`config.mk`:
```
export PLATFORM = sky130hd
export DESIGN_NAME = modbus_rtu_response_deframer
export DESIGN_NICKNAME = d
export VERILOG_FILES = /design/src/hdl/mrd_pkg.sv /design/src/hdl/mrd_deframe_core.sv /design/src/hdl/modbus_rtu_response_deframer.sv
export SDC_FILE = /design/constraint.sdc
export NUM_CORES = 1
export LEC_CHECK = 0
export ABC_AREA = 1
export BUFFER_PORTS_ARGS = -buffer_cell sky130_fd_sc_hd__buf_2
export CAP_MARGIN = 10
export CORE_ASPECT_RATIO = 1.75
export CORE_MARGIN = 5
export CORE_UTILIZATION = 40
export CTS_CLUSTER_SIZE = 20
export DETAILED_ROUTE_END_ITERATION = 10
export PLACE_DENSITY = 0.61
export SLEW_MARGIN = 20
export SYNTH_ARGS = -nofsm -noshare
export SYNTH_HDL_FRONTEND = slang
export SYNTH_SLANG_ARGS = --single-unit
```
`constraint.sdc`:
```
create_clock -name clock -period 7.7 [get_ports clock]
set_clock_uncertainty 0.1 [all_clocks]
set_input_delay 1.155 -clock clock [delete_from_list [all_inputs] [get_ports clock]]
set_output_delay 1.155 -clock clock [all_outputs]
set_load 0.01 [all_outputs]
```
`src/hdl/mrd_pkg.sv`:
```
// Shared types, constants and the CRC-16 byte update for the Modbus RTU response deframer.
// Used by mrd_deframe_core and modbus_rtu_response_deframer; depends on nothing else.

package mrd_pkg;

   // Window that must fill before a frame start is judged.
   localparam int unsigned MIN_WINDOW = 7;
   localparam logic [2:0] LAST_POS = 3'(MIN_WINDOW - 1);

   // Function codes that can start a response frame.
   localparam logic [7:0] FC_READ  = 8'h03;
   localparam logic [7:0] FC_WRITE = 8'h06;

   // Frame sizes.
   localparam logic [8:0] READ_OVERHEAD = 9'd5;
   localparam logic [8:0] WRITE_LENGTH  = 9'd8;
   localparam logic [8:0] WINDOW_LENGTH = 9'(MIN_WINDOW);

   // Modbus CRC-16: reflected polynomial, all-ones start value.
   localparam logic [15:0] CRC_POLY = 16'hA001;
   localparam logic [15:0] CRC_INIT = 16'hFFFF;

   // Address byte after reset.
   localparam logic [7:0] SLAVE_ADDRESS_RESET = 8'h1C;

   typedef enum logic [1:0] {
      ST_READ_OK    = 2'd0,
      ST_WRITE_OK   = 2'd1,
      ST_CRC_ERROR  = 2'd2,
      ST_SHORT_DROP = 2'd3
   } status_type;

   typedef struct packed {
      logic       valid;
      status_type status;
      logic [15:0] value;
      logic [8:0]  length;
   } result_type;

   // One byte through the CRC, least significant bit first.
   function automatic logic [15:0] crc_byte(input logic [15:0] crc_in, input logic [7:0] data);
      logic [15:0] c;
      c = crc_in ^ {8'h00, data};
      for (int i = 0; i < 8; i++) begin
         c = c[0] ? ((c >> 1) ^ CRC_POLY) : (c >> 1);
      end
      return c;
   endfunction

endpackage

```
`src/hdl/mrd_deframe_core.sv`:
```
// Window, frame tracking and CRC check of the Modbus RTU response deframer.
// Depends on mrd_pkg; the result is combinational and is registered by the top level.

module mrd_deframe_core (
   input  logic                clock,
   input  logic                reset,
   input  logic                step,
   input  logic [7:0]          rx_byte,
   input  logic [7:0]          slave_address,
   output mrd_pkg::result_type result
);

   localparam int unsigned W = mrd_pkg::MIN_WINDOW;

   // Window bytes and, for every start position, the CRC over its first five and six bytes.
   logic [7:0]  win_ff  [W];
   logic [7:0]  win_in  [W];
   logic [15:0] crc5_ff [W];
   logic [15:0] crc5_in [W];
   logic [15:0] crc6_ff [W];
   logic [15:0] crc6_in [W];
   logic [7:0]  win_upd [W];
   logic [15:0] crc5_upd[W];
   logic [15:0] crc6_upd[W];

   logic [2:0]  fill_ff, fill_in;
   logic        committed_ff, committed_in;
   logic [8:0]  rem_ff, rem_in;
   logic [8:0]  total_ff, total_in;
   logic [15:0] crc_ff, crc_in;
   logic [15:0] held_ff, held_in;
   logic        is_read_ff, is_read_in;
   logic [7:0]  crc_low_ff, crc_low_in;

   logic [7:0]  fn;
   logic        addr_ok;
   logic        fn_ok;
   logic [8:0]  frame_len;
   logic [15:0] got_crc;
   logic [15:0] init_crc;

   // Window contents once the incoming byte is written at the fill position.
   always_comb begin
      init_crc = mrd_pkg::crc_byte(mrd_pkg::CRC_INIT, rx_byte);
      for (int k = 0; k < W; k++) begin
         if (3'(k) == fill_ff) begin
            win_upd[k]  = rx_byte;
            crc5_upd[k] = init_crc;
            crc6_upd[k] = init_crc;
         end else if (3'(k) < fill_ff) begin
            win_upd[k]  = win_ff[k];
            crc5_upd[k] = ({1'b0, fill_ff} < 4'(k + 5)) ?
                          mrd_pkg::crc_byte(crc5_ff[k], rx_byte) : crc5_ff[k];
            crc6_upd[k] = ({1'b0, fill_ff} < 4'(k + 6)) ?
                          mrd_pkg::crc_byte(crc6_ff[k], rx_byte) : crc6_ff[k];
         end else begin
            win_upd[k]  = win_ff[k];
            crc5_upd[k] = crc5_ff[k];
            crc6_upd[k] = crc6_ff[k];
         end
      end
   end

   // Judgment of a full window.
   assign fn        = win_upd[1];
   assign addr_ok   = (win_upd[0] == slave_address);
   assign fn_ok     = (fn == mrd_pkg::FC_READ) || (fn == mrd_pkg::FC_WRITE);
   assign frame_len = (fn == mrd_pkg::FC_READ) ?
                      mrd_pkg::READ_OVERHEAD + {1'b0, win_upd[2]} : mrd_pkg::WRITE_LENGTH;

   // Received CRC: the high byte is always the incoming one.
   assign got_crc = committed_ff ? {rx_byte, crc_low_ff} : {rx_byte, win_upd[5]};

   // Next state and result for one item.
   always_comb begin
      win_in       = win_ff;
      crc5_in      = crc5_ff;
      crc6_in      = crc6_ff;
      fill_in      = fill_ff;
      committed_in = committed_ff;
      rem_in       = rem_ff;
      total_in     = total_ff;
      crc_in       = crc_ff;
      held_in      = held_ff;
      is_read_in   = is_read_ff;
      crc_low_in   = crc_low_ff;
      result       = '0;
      result.status = mrd_pkg::ST_READ_OK;

      if (step) begin
         if (committed_ff) begin
            // Bytes past the window go straight into the frame.
            if (rem_ff > 9'd2) begin
               crc_in = mrd_pkg::crc_byte(crc_ff, rx_byte);
               rem_in = rem_ff - 9'd1;
            end else if (rem_ff == 9'd2) begin
               crc_low_in = rx_byte;
               rem_in     = 9'd1;
            end else begin
               result.valid  = 1'b1;
               result.length = total_ff;
               if (got_crc != crc_ff) begin
                  result.status = mrd_pkg::ST_CRC_ERROR;
               end else if (is_read_ff) begin
                  result.status = mrd_pkg::ST_READ_OK;
                  result.value  = held_ff;
               end else begin
                  result.status = mrd_pkg::ST_WRITE_OK;
               end
               committed_in = 1'b0;
               rem_in       = 9'd0;
               fill_in      = 3'd0;
            end
         end else if (fill_ff != mrd_pkg::LAST_POS) begin
            // Window still filling.
            win_in  = win_upd;
            crc5_in = crc5_upd;
            crc6_in = crc6_upd;
            fill_in = fill_ff + 3'd1;
         end else if (!addr_ok || !fn_ok) begin
            // No frame start here: drop the oldest byte.
            for (int k = 0; k < W - 1; k++) begin
               win_in[k]  = win_upd[k + 1];
               crc5_in[k] = crc5_upd[k + 1];
               crc6_in[k] = crc6_upd[k + 1];
            end
            fill_in = mrd_pkg::LAST_POS;
         end else if (frame_len < mrd_pkg::WINDOW_LENGTH) begin
            // Read reply with too small a byte count: drop it unchecked.
            result.valid  = 1'b1;
            result.status = mrd_pkg::ST_SHORT_DROP;
            result.length = frame_len;
            if (frame_len == mrd_pkg::READ_OVERHEAD) begin
               win_in[0]  = win_upd[5];
               win_in[1]  = win_upd[6];
               crc5_in[0] = crc5_upd[5];
               crc5_in[1] = crc5_upd[6];
               crc6_in[0] = crc6_upd[5];
               crc6_in[1] = crc6_upd[6];
               fill_in    = 3'd2;
            end else begin
               win_in[0]  = win_upd[6];
               crc5_in[0] = crc5_upd[6];
               crc6_in[0] = crc6_upd[6];
               fill_in    = 3'd1;
            end
         end else if (frame_len == mrd_pkg::WINDOW_LENGTH) begin
            // Seven-byte frame is complete with the window.
            result.valid  = 1'b1;
            result.length = frame_len;
            if (got_crc == crc5_ff[0]) begin
               result.status = mrd_pkg::ST_READ_OK;
               result.value  = {win_upd[3], win_upd[4]};
            end else begin
               result.status = mrd_pkg::ST_CRC_ERROR;
            end
            fill_in = 3'd0;
         end else begin
            // Longer frame: commit and continue past the window.
            committed_in = 1'b1;
            total_in     = frame_len;
            is_read_in   = (fn == mrd_pkg::FC_READ);
            held_in      = {win_upd[3], win_upd[4]};
            fill_in      = 3'd0;
            crc_low_in   = rx_byte;
            if (frame_len == mrd_pkg::WRITE_LENGTH) begin
               crc_in = crc6_ff[0];
               rem_in = 9'd1;
            end else begin
               crc_in = mrd_pkg::crc_byte(crc6_ff[0], rx_byte);
               rem_in = frame_len - mrd_pkg::WINDOW_LENGTH;
            end
         end
      end
   end

   // Control state.
   always_ff @(posedge clock) begin
      if (reset) begin
         fill_ff      <= 3'd0;
         committed_ff <= 1'b0;
         rem_ff       <= 9'd0;
      end else begin
         fill_ff      <= fill_in;
         committed_ff <= committed_in;
         rem_ff       <= rem_in;
      end
   end

   // Payload state.
   always_ff @(posedge clock) begin
      win_in_loop : for (int k = 0; k < W; k++) begin
         win_ff[k]  <= win_in[k];
         crc5_ff[k] <= crc5_in[k];
         crc6_ff[k] <= crc6_in[k];
      end
      total_ff   <= total_in;
      crc_ff     <= crc_in;
      held_ff    <= held_in;
      is_read_ff <= is_read_in;
      crc_low_ff <= crc_low_in;
   end

   // A committed frame always has bytes left and starts with an empty window.
   a_commit_count : assert property (@(posedge clock) disable iff (reset)
      committed_ff |-> (rem_ff != 9'd0) && (rem_ff <= total_ff) && (fill_ff == 3'd0))
      else $error("committed frame with bad remaining count or window fill");

   // The window never holds a full seven bytes between items.
   a_fill_range : assert property (@(posedge clock) disable iff (reset)
      fill_ff <= mrd_pkg::LAST_POS)
      else $error("window fill out of range");

   // A dropped short frame is five or six bytes long.
   a_short_len : assert property (@(posedge clock) disable iff (reset)
      (result.valid && result.status == mrd_pkg::ST_SHORT_DROP) |->
      (result.length == 9'd5 || result.length == 9'd6))
      else $error("short drop with wrong length");

   // Only a good read reply carries a value.
   a_value_zero : assert property (@(posedge clock) disable iff (reset)
      (result.valid && result.status != mrd_pkg::ST_READ_OK) |-> (result.value == 16'h0000))
      else $error("value present on a result other than a good read");

   // A finished frame clears the commitment on the next edge.
   a_frame_end : assert property (@(posedge clock) disable iff (reset)
      (result.valid && committed_ff) |=> !committed_ff)
      else $error("frame still committed after its result");

endmodule

```
`src/hdl/modbus_rtu_response_deframer.sv`:
```
// Modbus RTU response deframer: input register, deframing core and result register.
// Depends on mrd_pkg and mrd_deframe_core.
//
// Usage:
//   req_* carries one received serial byte per item. rsp_* carries at most one result
//   per byte: a good read value, a good write echo, a CRC error or a dropped short frame,
//   with the number of bytes the frame occupied. csr_wen/csr_wdata set the slave address
//   that a response must start with; write it only while the block is idle.
// Throughput and data path:
//   One item per cycle sustained while no result is held. An accepted byte waits in the
//   input register until the result register can take the core's output; the core then
//   processes it, with its per-byte CRC update and window shift, and its result is
//   registered and presented on rsp_*.
// Reset:
//   Synchronous. Clears the window, drops any frame in progress, empties both registers
//   and sets the slave address to 0x1C.
// Stalls:
//   A held result blocks the core; the input register then holds its byte and req_tready
//   drops, so nothing is lost. A result taken in the same cycle frees the slot at once.

module modbus_rtu_response_deframer (
   input  logic        clock,
   input  logic        reset,
   input  logic        req_tvalid,
   output logic        req_tready,
   input  logic [7:0]  req_tdata,   // [7:0] rx_byte
   output logic        rsp_tvalid,
   input  logic        rsp_tready,
   output logic [31:0] rsp_tdata,   // [1:0] status, [17:2] register_value, [26:18] frame_length
   input  logic        csr_wen,
   input  logic [7:0]  csr_wdata
);

   logic                in_valid_ff, in_valid_in;
   logic [7:0]          in_byte_ff, in_byte_in;
   logic [7:0]          slave_address_ff;
   logic                rsp_valid_ff, rsp_valid_in;
   mrd_pkg::result_type rsp_data_ff, rsp_data_in;
   mrd_pkg::result_type result;
   logic                out_free;
   logic                fire;

   // Slave address register.
   always_ff @(posedge clock) begin
      if (reset) begin
         slave_address_ff <= mrd_pkg::SLAVE_ADDRESS_RESET;
      end else if (csr_wen) begin
         slave_address_ff <= csr_wdata;
      end
   end

   // Handshake between the two registers.
   assign out_free   = !rsp_valid_ff || rsp_tready;
   assign fire       = in_valid_ff && out_free;
   assign req_tready = !in_valid_ff || fire;

   // Input register.
   always_comb begin
      in_valid_in = in_valid_ff;
      in_byte_in  = in_byte_ff;
      if (req_tready) begin
         in_valid_in = req_tvalid;
         in_byte_in  = req_tdata;
      end
   end

   mrd_deframe_core u_core (
      .clock         (clock),
      .reset         (reset),
      .step          (fire),
      .rx_byte       (in_byte_ff),
      .slave_address (slave_address_ff),
      .result        (result)
   );

   // Result register.
   always_comb begin
      rsp_valid_in = rsp_valid_ff && !rsp_tready;
      rsp_data_in  = rsp_data_ff;
      if (fire && result.valid) begin
         rsp_valid_in = 1'b1;
         rsp_data_in  = result;
      end
   end

   always_ff @(posedge clock) begin
      if (reset) begin
         in_valid_ff  <= 1'b0;
         rsp_valid_ff <= 1'b0;
      end else begin
         in_valid_ff  <= in_valid_in;
         rsp_valid_ff <= rsp_valid_in;
      end
   end

   always_ff @(posedge clock) begin
      in_byte_ff  <= in_byte_in;
      rsp_data_ff <= rsp_data_in;
   end

   assign rsp_tvalid = rsp_valid_ff;
   assign rsp_tdata  = {5'b00000, rsp_data_ff.length, rsp_data_ff.value, rsp_data_ff.status};

   // The core only advances when the result register can take its output.
   a_no_overwrite : assert property (@(posedge clock) disable iff (reset)
      (rsp_valid_ff && !rsp_tready) |-> !fire)
      else $error("core advanced while a result was held");

   // A held input byte is processed before a new one is taken.
   a_in_hold : assert property (@(posedge clock) disable iff (reset)
      (in_valid_ff && !fire) |=> (in_valid_ff && $stable(in_byte_ff)))
      else $error("input byte lost while stalled");

   // A result is loaded only from a core step that produced one.
   a_rsp_source : assert property (@(posedge clock) disable iff (reset)
      (!rsp_valid_ff && !(fire && result.valid)) |=> !rsp_valid_ff)
      else $error("result appeared without a producing step");

endmodule
```
==> results.py, run 1 <==
metrics = {
    "cts": {
        "cts_hold_buf": 0,
        "clock_sinks": 388,
        "cts-root-buf": "clkbuf_16",
        "clock_path_buffers": 3,
        "cts_buffers": 40,
        "cts_tree": "done",
        "post_cts_resized": 0,
        "h-tree-depth": 2,
        "clk_pin_slew_ns": 0.07,
        "clock_latency_ns": 0.58,
        "postCtsSetupBuffers": 0,
    },
    "drt": {
        "drt_first_pass_iters": 8,
        "route.detailed.drc": 0,
        "drt-total-wl_um": 107000,
        "wl_per_cell_um": 26.4,
        "drt_iter0_drc": 2158,
        "via_per_inst": 5.78,
        "num_vias": 23400,
        "ant_nets": 0,
    },
    "worst_hold_path": {
        "hold_class": "reg -> reg",
        "worstHoldStart": "rsp_tvalid",
        "holdPathStages": 2,
        "hold_path_end": "rsp_tvalid",
    },
    "die": {
        "row_count": 123,
        "initial_core_util_pct": 40.2,
        "dieArea_um2": 69700,
        "io_pins": 55,
        "die_width_um": 202,
        "coreArea_um2": 64000,
        "dieHeight_um": 346,
    },
    "cells_and_area": {
        "area_delta_synth_final_pct": 9.08,
        "final_layout_size_suffix_gt1_share_pct": 8.62,
        "instances_no_fill": 4049,
        "fin_nets": 3236,
    },
    "power_and_ir_drop": {
        "peakVddDrop_mv": 0.130,
        "power_density_nw_per_um2": 198,
        "leakage_nw": 11.4,
    },
    "setup_path": {
        "required_ns": 7.82,
        "rr_endpoint": "u_core.win_ff[33]",
        "cpMostUsedCell": "nand2_1",
        "worstPathCellList": "inv_2 > ha_1 > nand2_1 > buf_4 > inv_2 > nand2_1 > nand2_1 > xor2_1 > nor2_1 > nand2_1 > a21oi_1 > nand2_1 > nor2_4 > inv_1 > nand2_1 > inv_6 > buf_4",
        "slowest_stage": "dfxtp_1",
        "startpoint_type": "flop",
        "crit_fanout": 73,
        "cpPeakStageDelay_ns": 0.68,
        "r2r_start": "u_core.fill_ff[0]",
        "rr_worst_depth": 17,
        "endpoint_kind": "flop",
        "r2r_slack_ns": 2.21,
        "cp_data_arrival_time_ns": 5.60,
        "crit_type": "reg -> reg",
    },
    "global_routing": {
        "grt_pass1_vias": 22900,
        "track_usage_pct": 29.7,
        "grt_overflow": 0,
        "antenna_found_initial": 0,
        "grt_pass1_wl_um": 152000,
        "grt_start_max_net_pins": 106,
    },
    "yosys": {
        "synth_top_family_by_area": "simple AND/OR/NAND/NOR gates",
        "synth_xor_xnor_area_share_pct": 10.3,
        "netlist.area_leader.share_pct": 42.6,
        "synth-compound-area-share_pct": 14.9,
        "ys_top_cells_by_area": "edfxtp_1, nand2_1, xnor2_1",
        "ys_ff_latch": 388,
        "synth_adder_area_share_pct": 0.437,
        "synth_commonest_cells": "nand2_1, edfxtp_1, o21ai_0",
        "yosys.area.top_type": "edfxtp_1",
        "async_flop_share_pct": 0,
        "syn-instance-count": 3225,
        "netlist_area_um2": 25700,
        "synth_mux_area_share_pct": 0.0389,
        "synth_edf_count": 365,
        "yosysMostFrequentCell": "nand2_1",
        "synth_area_per_cell_um2": 7.98,
        "ys_seq_area_share_pct": 44.4,
        "synth.distinct_cells": 61,
        "synthSimpleGateAreaFrac_pct": 22.7,
        "yosys_warnings": 0,
        "synth-main-ff-cell": "edfxtp_1",
    },
    "sta": {
        "relSlewSlack_pct": 19.2,
        "rsz0062_at_grt": "no",
        "tightest_slew_ns": 1.20,
        "maxSlewViolCount": 0,
        "fmax_mhz": 182,
        "fin_crit_ns": 5.49,
        "setup_viol": 0,
        "finalHoldViolCount": 0,
        "final.period_utilization_pct": 71.2,
        "tns_ns": 0,
    },
    "placement": {
        "dp_cells": 3975,
        "numPortBuffers": 49,
        "finalWeightedCongestion": 1.04,
        "dp_hpwl_um": 79300,
    },
    "outcome": {
        "outcome": "finished clean",
    },
    "run": {
        "max_cap_viol_count": 0,
    },
}
worst max-delay path: cells and delay by family, from the launching register on:
| family | cells | cell delay (ns) |
|---|---|---|
| AOI/OAI and AO/OA | 1 | 0.04 |
| xor gates and xnor gates | 1 | 0.19 |
| adders and majority gates | 1 | 0.25 |
| buffers and inverters | 6 | 2.37 |
| DFF | 1 | 0.68 |
| and+or+nand+nor | 8 | 1.39 |
routing by layer:
metal	share of wire, %	vias to the layer above	track usage (%)	routed length [µm]
li1	-	10800	-	-
met1	32	11000	29.2	34100
met2	50	1159	53.1	53200
met3	5.7	426	3.64	6080
met4	13	0	28.1	13400
met5	0	-	0	0
state kept, by name (all words and copies together) (netlist names):
signal and flops:
u_core.crc5_ff 112, u_core.crc6_ff 112, u_core.win_ff 56, rsp_tdata 27, u_core.crc_ff 16, u_core.held_ff 16
u_core.rem_ff 9, u_core.total_ff 9, in_byte_ff 8, slave_address_ff 8, u_core.crc_low_ff 8, u_core.fill_ff 3
in_valid_ff 1, rsp_tvalid 1, u_core.committed_ff 1, u_core.is_read_ff 1
placed cells by master, fill, tap and decap left out, types with 12 or more instances in the layout:
cell       count
inv_2         22
o21ai_0      310
o211ai_1      61
clkbuf_16     41
or2_2         24
buf_4         56
inv_1        265
nand3_1      204
o22ai_1       45
edfxtp_1     365
nand2_1      860
xor2_1       100
o21ai_1       35
nor2_1       214
nand2_2       16
xnor2_1      199
nand4_1       16
dfxtp_1       23
a21oi_1      138
buf_2         49
a31oi_1       12
cell families (layout without fill, tap and decap cells):
kind of cell    Yosys count  in the layout
buf+inv                 463            469
flops                   388            388
other cells               1              7
simple gates           1388           1388
fa+ha+maj                 9              9
mux                       1              1
compound gates          673            673
xor+xnor                302            302
how the worst max path moves through the flow:
stage	end	start	depth (start not counted)	slack, ns
3_3_place_gp	u_core.crc6_ff[17]	u_core.fill_ff[0]	17	2.38
5_1_grt	u_core.win_ff[33]	u_core.fill_ff[0]	17	1.89
4_1_cts	u_core.crc6_ff[39]	u_core.fill_ff[0]	17	2.29
3_5_place_dp	u_core.crc6_ff[17]	u_core.fill_ff[0]	17	2.31
2_1_floorplan	u_core.crc5_ff[16]	u_core.fill_ff[0]	16	2.05
6_report	u_core.win_ff[33]	u_core.fill_ff[0]	17	2.21
per-stage QoR:
| step | setup slack (ns) | total power (W) | hold slack, ns | utilization, % | instance area [µm²] |
|---|---|---|---|---|---|
| 2_1_floorplan | 2.05 | 0.00316 | 0.321 | - | 25800 |
| 3_3_place_gp | 2.38 | 0.00349 | 0.407 | 41.8 | 26700 |
| 3_5_place_dp | 2.31 | 0.00350 | 0.410 | 41.8 | 26700 |
| 4_1_cts | 2.29 | 0.00555 | 0.421 | 43.8 | 28100 |
| 5_1_grt | 1.89 | 0.00573 | 0.444 | 43.9 | 28100 |
| 6_report | 2.21 | 0.00557 | 0.426 | 43.9 | 28100 |
final cells by class:
class	count	area, µm²
clock buffer	52	1110
timing repair buffer	105	666
fill	6518	35900
tap	812	1020
multi-input combinational	2378	12500
clock inverter	19	221
sequential	388	11400
antenna	2	5.00
inverter	293	1110
power by group:
part           internal, W  leakage (nW)  switching (W)  total, W
combinational     0.000316          7.22       0.000718   0.00103
sequential         0.00240          3.54      0.0000535   0.00245
clock              0.00118         0.646       0.000900   0.00208
total              0.00390          11.4        0.00167   0.00557
Power figures use the tool's default switching activity.
==> run 2, diff against run 1 <==
- PLACE_DENSITY: 0.61 -> 0.63
- clock period: 7.7 -> 4.7 ns (I/O delays scaled with it)
==> run 2 against run 1 <==
  * Core utilization is 0.72 points higher
  * Largest cell class unchanged
  * Final area is 1.6% higher
  * Via count is 0.23% lower
  * Sequential share of layout area is 0.64 points lower
  * Global-route usage is 0.42 points lower
  * Combinational power is 63% higher
  * Setup slack worse by 1.7 ns
  * Final cell count is 1.2% higher
==> results.py, run 2 (synthesized netlist as in run 1, its figures left out) <==
metrics = {
    "outcome": {
        "outcome": "finished clean",
    },
    "placement": {
        "placed_area_um2": 27300,
        "dp_cells": 4028,
        "dp_hpwl_um": 80600,
        "numPortBuffers": 49,
        "finalWeightedCongestion": 1.03,
    },
    "die": {
        "dieHeight_um": 346,
        "coreArea_um2": 64000,
        "dieArea_um2": 69700,
        "initial_core_util_pct": 40.2,
        "io_pins": 55,
        "row_count": 123,
        "die_width_um": 202,
    },
    "power_and_ir_drop": {
        "clockPowerShare_pct": 36.5,
        "switching_share_pct": 29.6,
        "combPwrFrac_pct": 18.7,
        "power_density_nw_per_um2": 315,
        "leakage_nw": 11.7,
        "pwr-share-seq_pct": 44.8,
        "p_int_w": 0.00632,
        "peakVddDrop_mv": 0.217,
        "p_sw_w": 0.00265,
    },
    "global_routing": {
        "grt_overflow": 0,
        "antenna_found_initial": 0,
        "grt_pass1_wl_um": 150000,
        "grt_start_max_net_pins": 164,
        "track_usage_pct": 29.3,
        "grt_pass1_vias": 23000,
    },
    "cts": {
        "cts_buffers": 38,
        "cts_tree": "done",
        "cts_hold_buf": 0,
        "postCtsSetupBuffers": 0,
        "h-tree-depth": 2,
        "clock_path_buffers": 3,
        "clock_latency_ns": 0.58,
        "clk_pin_slew_ns": 0.06,
        "post_cts_resized": 0,
        "cts-root-buf": "clkbuf_16",
        "clock_sinks": 388,
    },
    "cells_and_area": {
        "final_design_area_no_fill_um2": 28500,
        "final_common_cell": "nand2_1",
        "fillers": 6468,
        "final_layout_size_suffix_gt1_share_pct": 10.3,
        "regArea_um2": 11400,
        "fin_nets": 3286,
        "diodes": 0,
        "final_core_util_pct": 44.6,
        "area_delta_synth_final_pct": 10.9,
        "reg.largest.list": "u_core.crc5_ff (112), u_core.crc6_ff (112), u_core.win_ff (56)",
        "instances_no_fill": 4097,
        "final_cell_mix": "nand2_1, edfxtp_1, o21ai_0",
        "multi_input_area_um2": 12500,
    },
    "setup_path": {
        "endpoint_kind": "flop",
        "crit_fanout": 40,
        "crit_type": "reg -> reg",
        "required_ns": 4.80,
        "cp_data_arrival_time_ns": 4.30,
        "startpoint_type": "flop",
    },
    "drt": {
        "wl_per_cell_um": 25.8,
        "num_vias": 23400,
        "route.detailed.drc": 0,
        "drt-total-wl_um": 106000,
        "via_per_inst": 5.70,
        "ant_nets": 0,
        "drt_first_pass_iters": 5,
        "drt_iter0_drc": 2148,
    },
    "sta": {
        "final.period_utilization_pct": 89.5,
        "whs_ns": 0.215,
        "tns_ns": 0,
        "tightest_slew_ns": 1.05,
        "maxSlewViolCount": 0,
        "fmax_mhz": 238,
        "fin_crit_ns": 4.21,
        "setup_viol": 0,
        "rsz0062_at_grt": "no",
        "finalHoldViolCount": 0,
        "relSlewSlack_pct": 29.5,
    },
    "run": {
        "max_cap_viol_count": 0,
    },
    "worst_hold_path": {
        "hold_class": "in -> reg",
    },
}
[run 2: cell count changes in the layout (fill, tap and decap cells not counted), moves of 3 or more]
cell	before	now
o21ai_2	11	15
buf_12	0	8
o21ai_1	35	32
buf_4	56	100
[run 2: power groups by stage]
stage	combinational, W	clock (W)	sequential (W)
after detailed placement	0.00165	0	0.00409
after global placement	0.00164	0	0.00409
after CTS	0.00166	0.00332	0.00402
after floorplan	0.00111	0	0.00406
final	0.00168	0.00327	0.00402
after global routing	0.00182	0.00343	0.00403
[run 2: final timing paths]
| check | startpoint | cells past startpoint | slack, ns | endpoint |
|---|---|---|---|---|
| setup reg to reg | u_core.fill_ff[1] | 18 | 0.49 | u_core.crc5_ff[81] |
| hold / removal | req_tdata[5] | 1 | 0.22 | in_byte_ff[5] |
| setup / recovery | u_core.fill_ff[1] | 18 | 0.49 | u_core.crc5_ff[81] |
| hold reg to reg | slave_address_ff[3] | 2 | 0.39 | slave_address_ff[3] |
[run 2: area by class of cell]
class | count | share of cell area, %
multi-input combinational | 2378 | 44.0
sequential | 388 | 40.0
timing repair buffer | 157 | 4.05
inverter | 293 | 3.89
clock buffer | 48 | 3.76
tap | 812 | 3.56
clock inverter | 21 | 0.745
[run 2: through the flow]
step	worst slack, ns	power, W
2_1_floorplan	0.00173	0.00518
3_3_place_gp	0.649	0.00573
3_5_place_dp	0.569	0.00574
4_1_cts	0.537	0.00900
5_1_grt	0.223	0.00928
6_report	0.493	0.00898
[run 2: critical path: stages, from the launching register on]
cell and delay [ns]:
dfxtp_2 0.47, ha_1 0.53, nand2_4 0.16, nand2_1 0.11
nand2_2 0.12, ha_1 0.22, nand3b_1 0.23, nand2_1 0.09
nand2_1 0.07, nand2_1 0.12, inv_1 0.08, nand2_2 0.12
nand2_2 0.08, nor2_2 0.19, nand3_4 0.15, nand2_1 0.10
nand2_1 0.17, a21oi_4 0.17, buf_4 0.49
[run 2: routing by layer]
layer	wire length (µm)	vias to the layer above	GRT usage (%)	share of wire [%]
met5	0	-	0	0
met4	15400	0	33.8	15
met3	5970	485	4.29	5.6
met2	51800	1042	50.8	49
met1	32600	10900	27.1	31
li1	-	10900	-	-
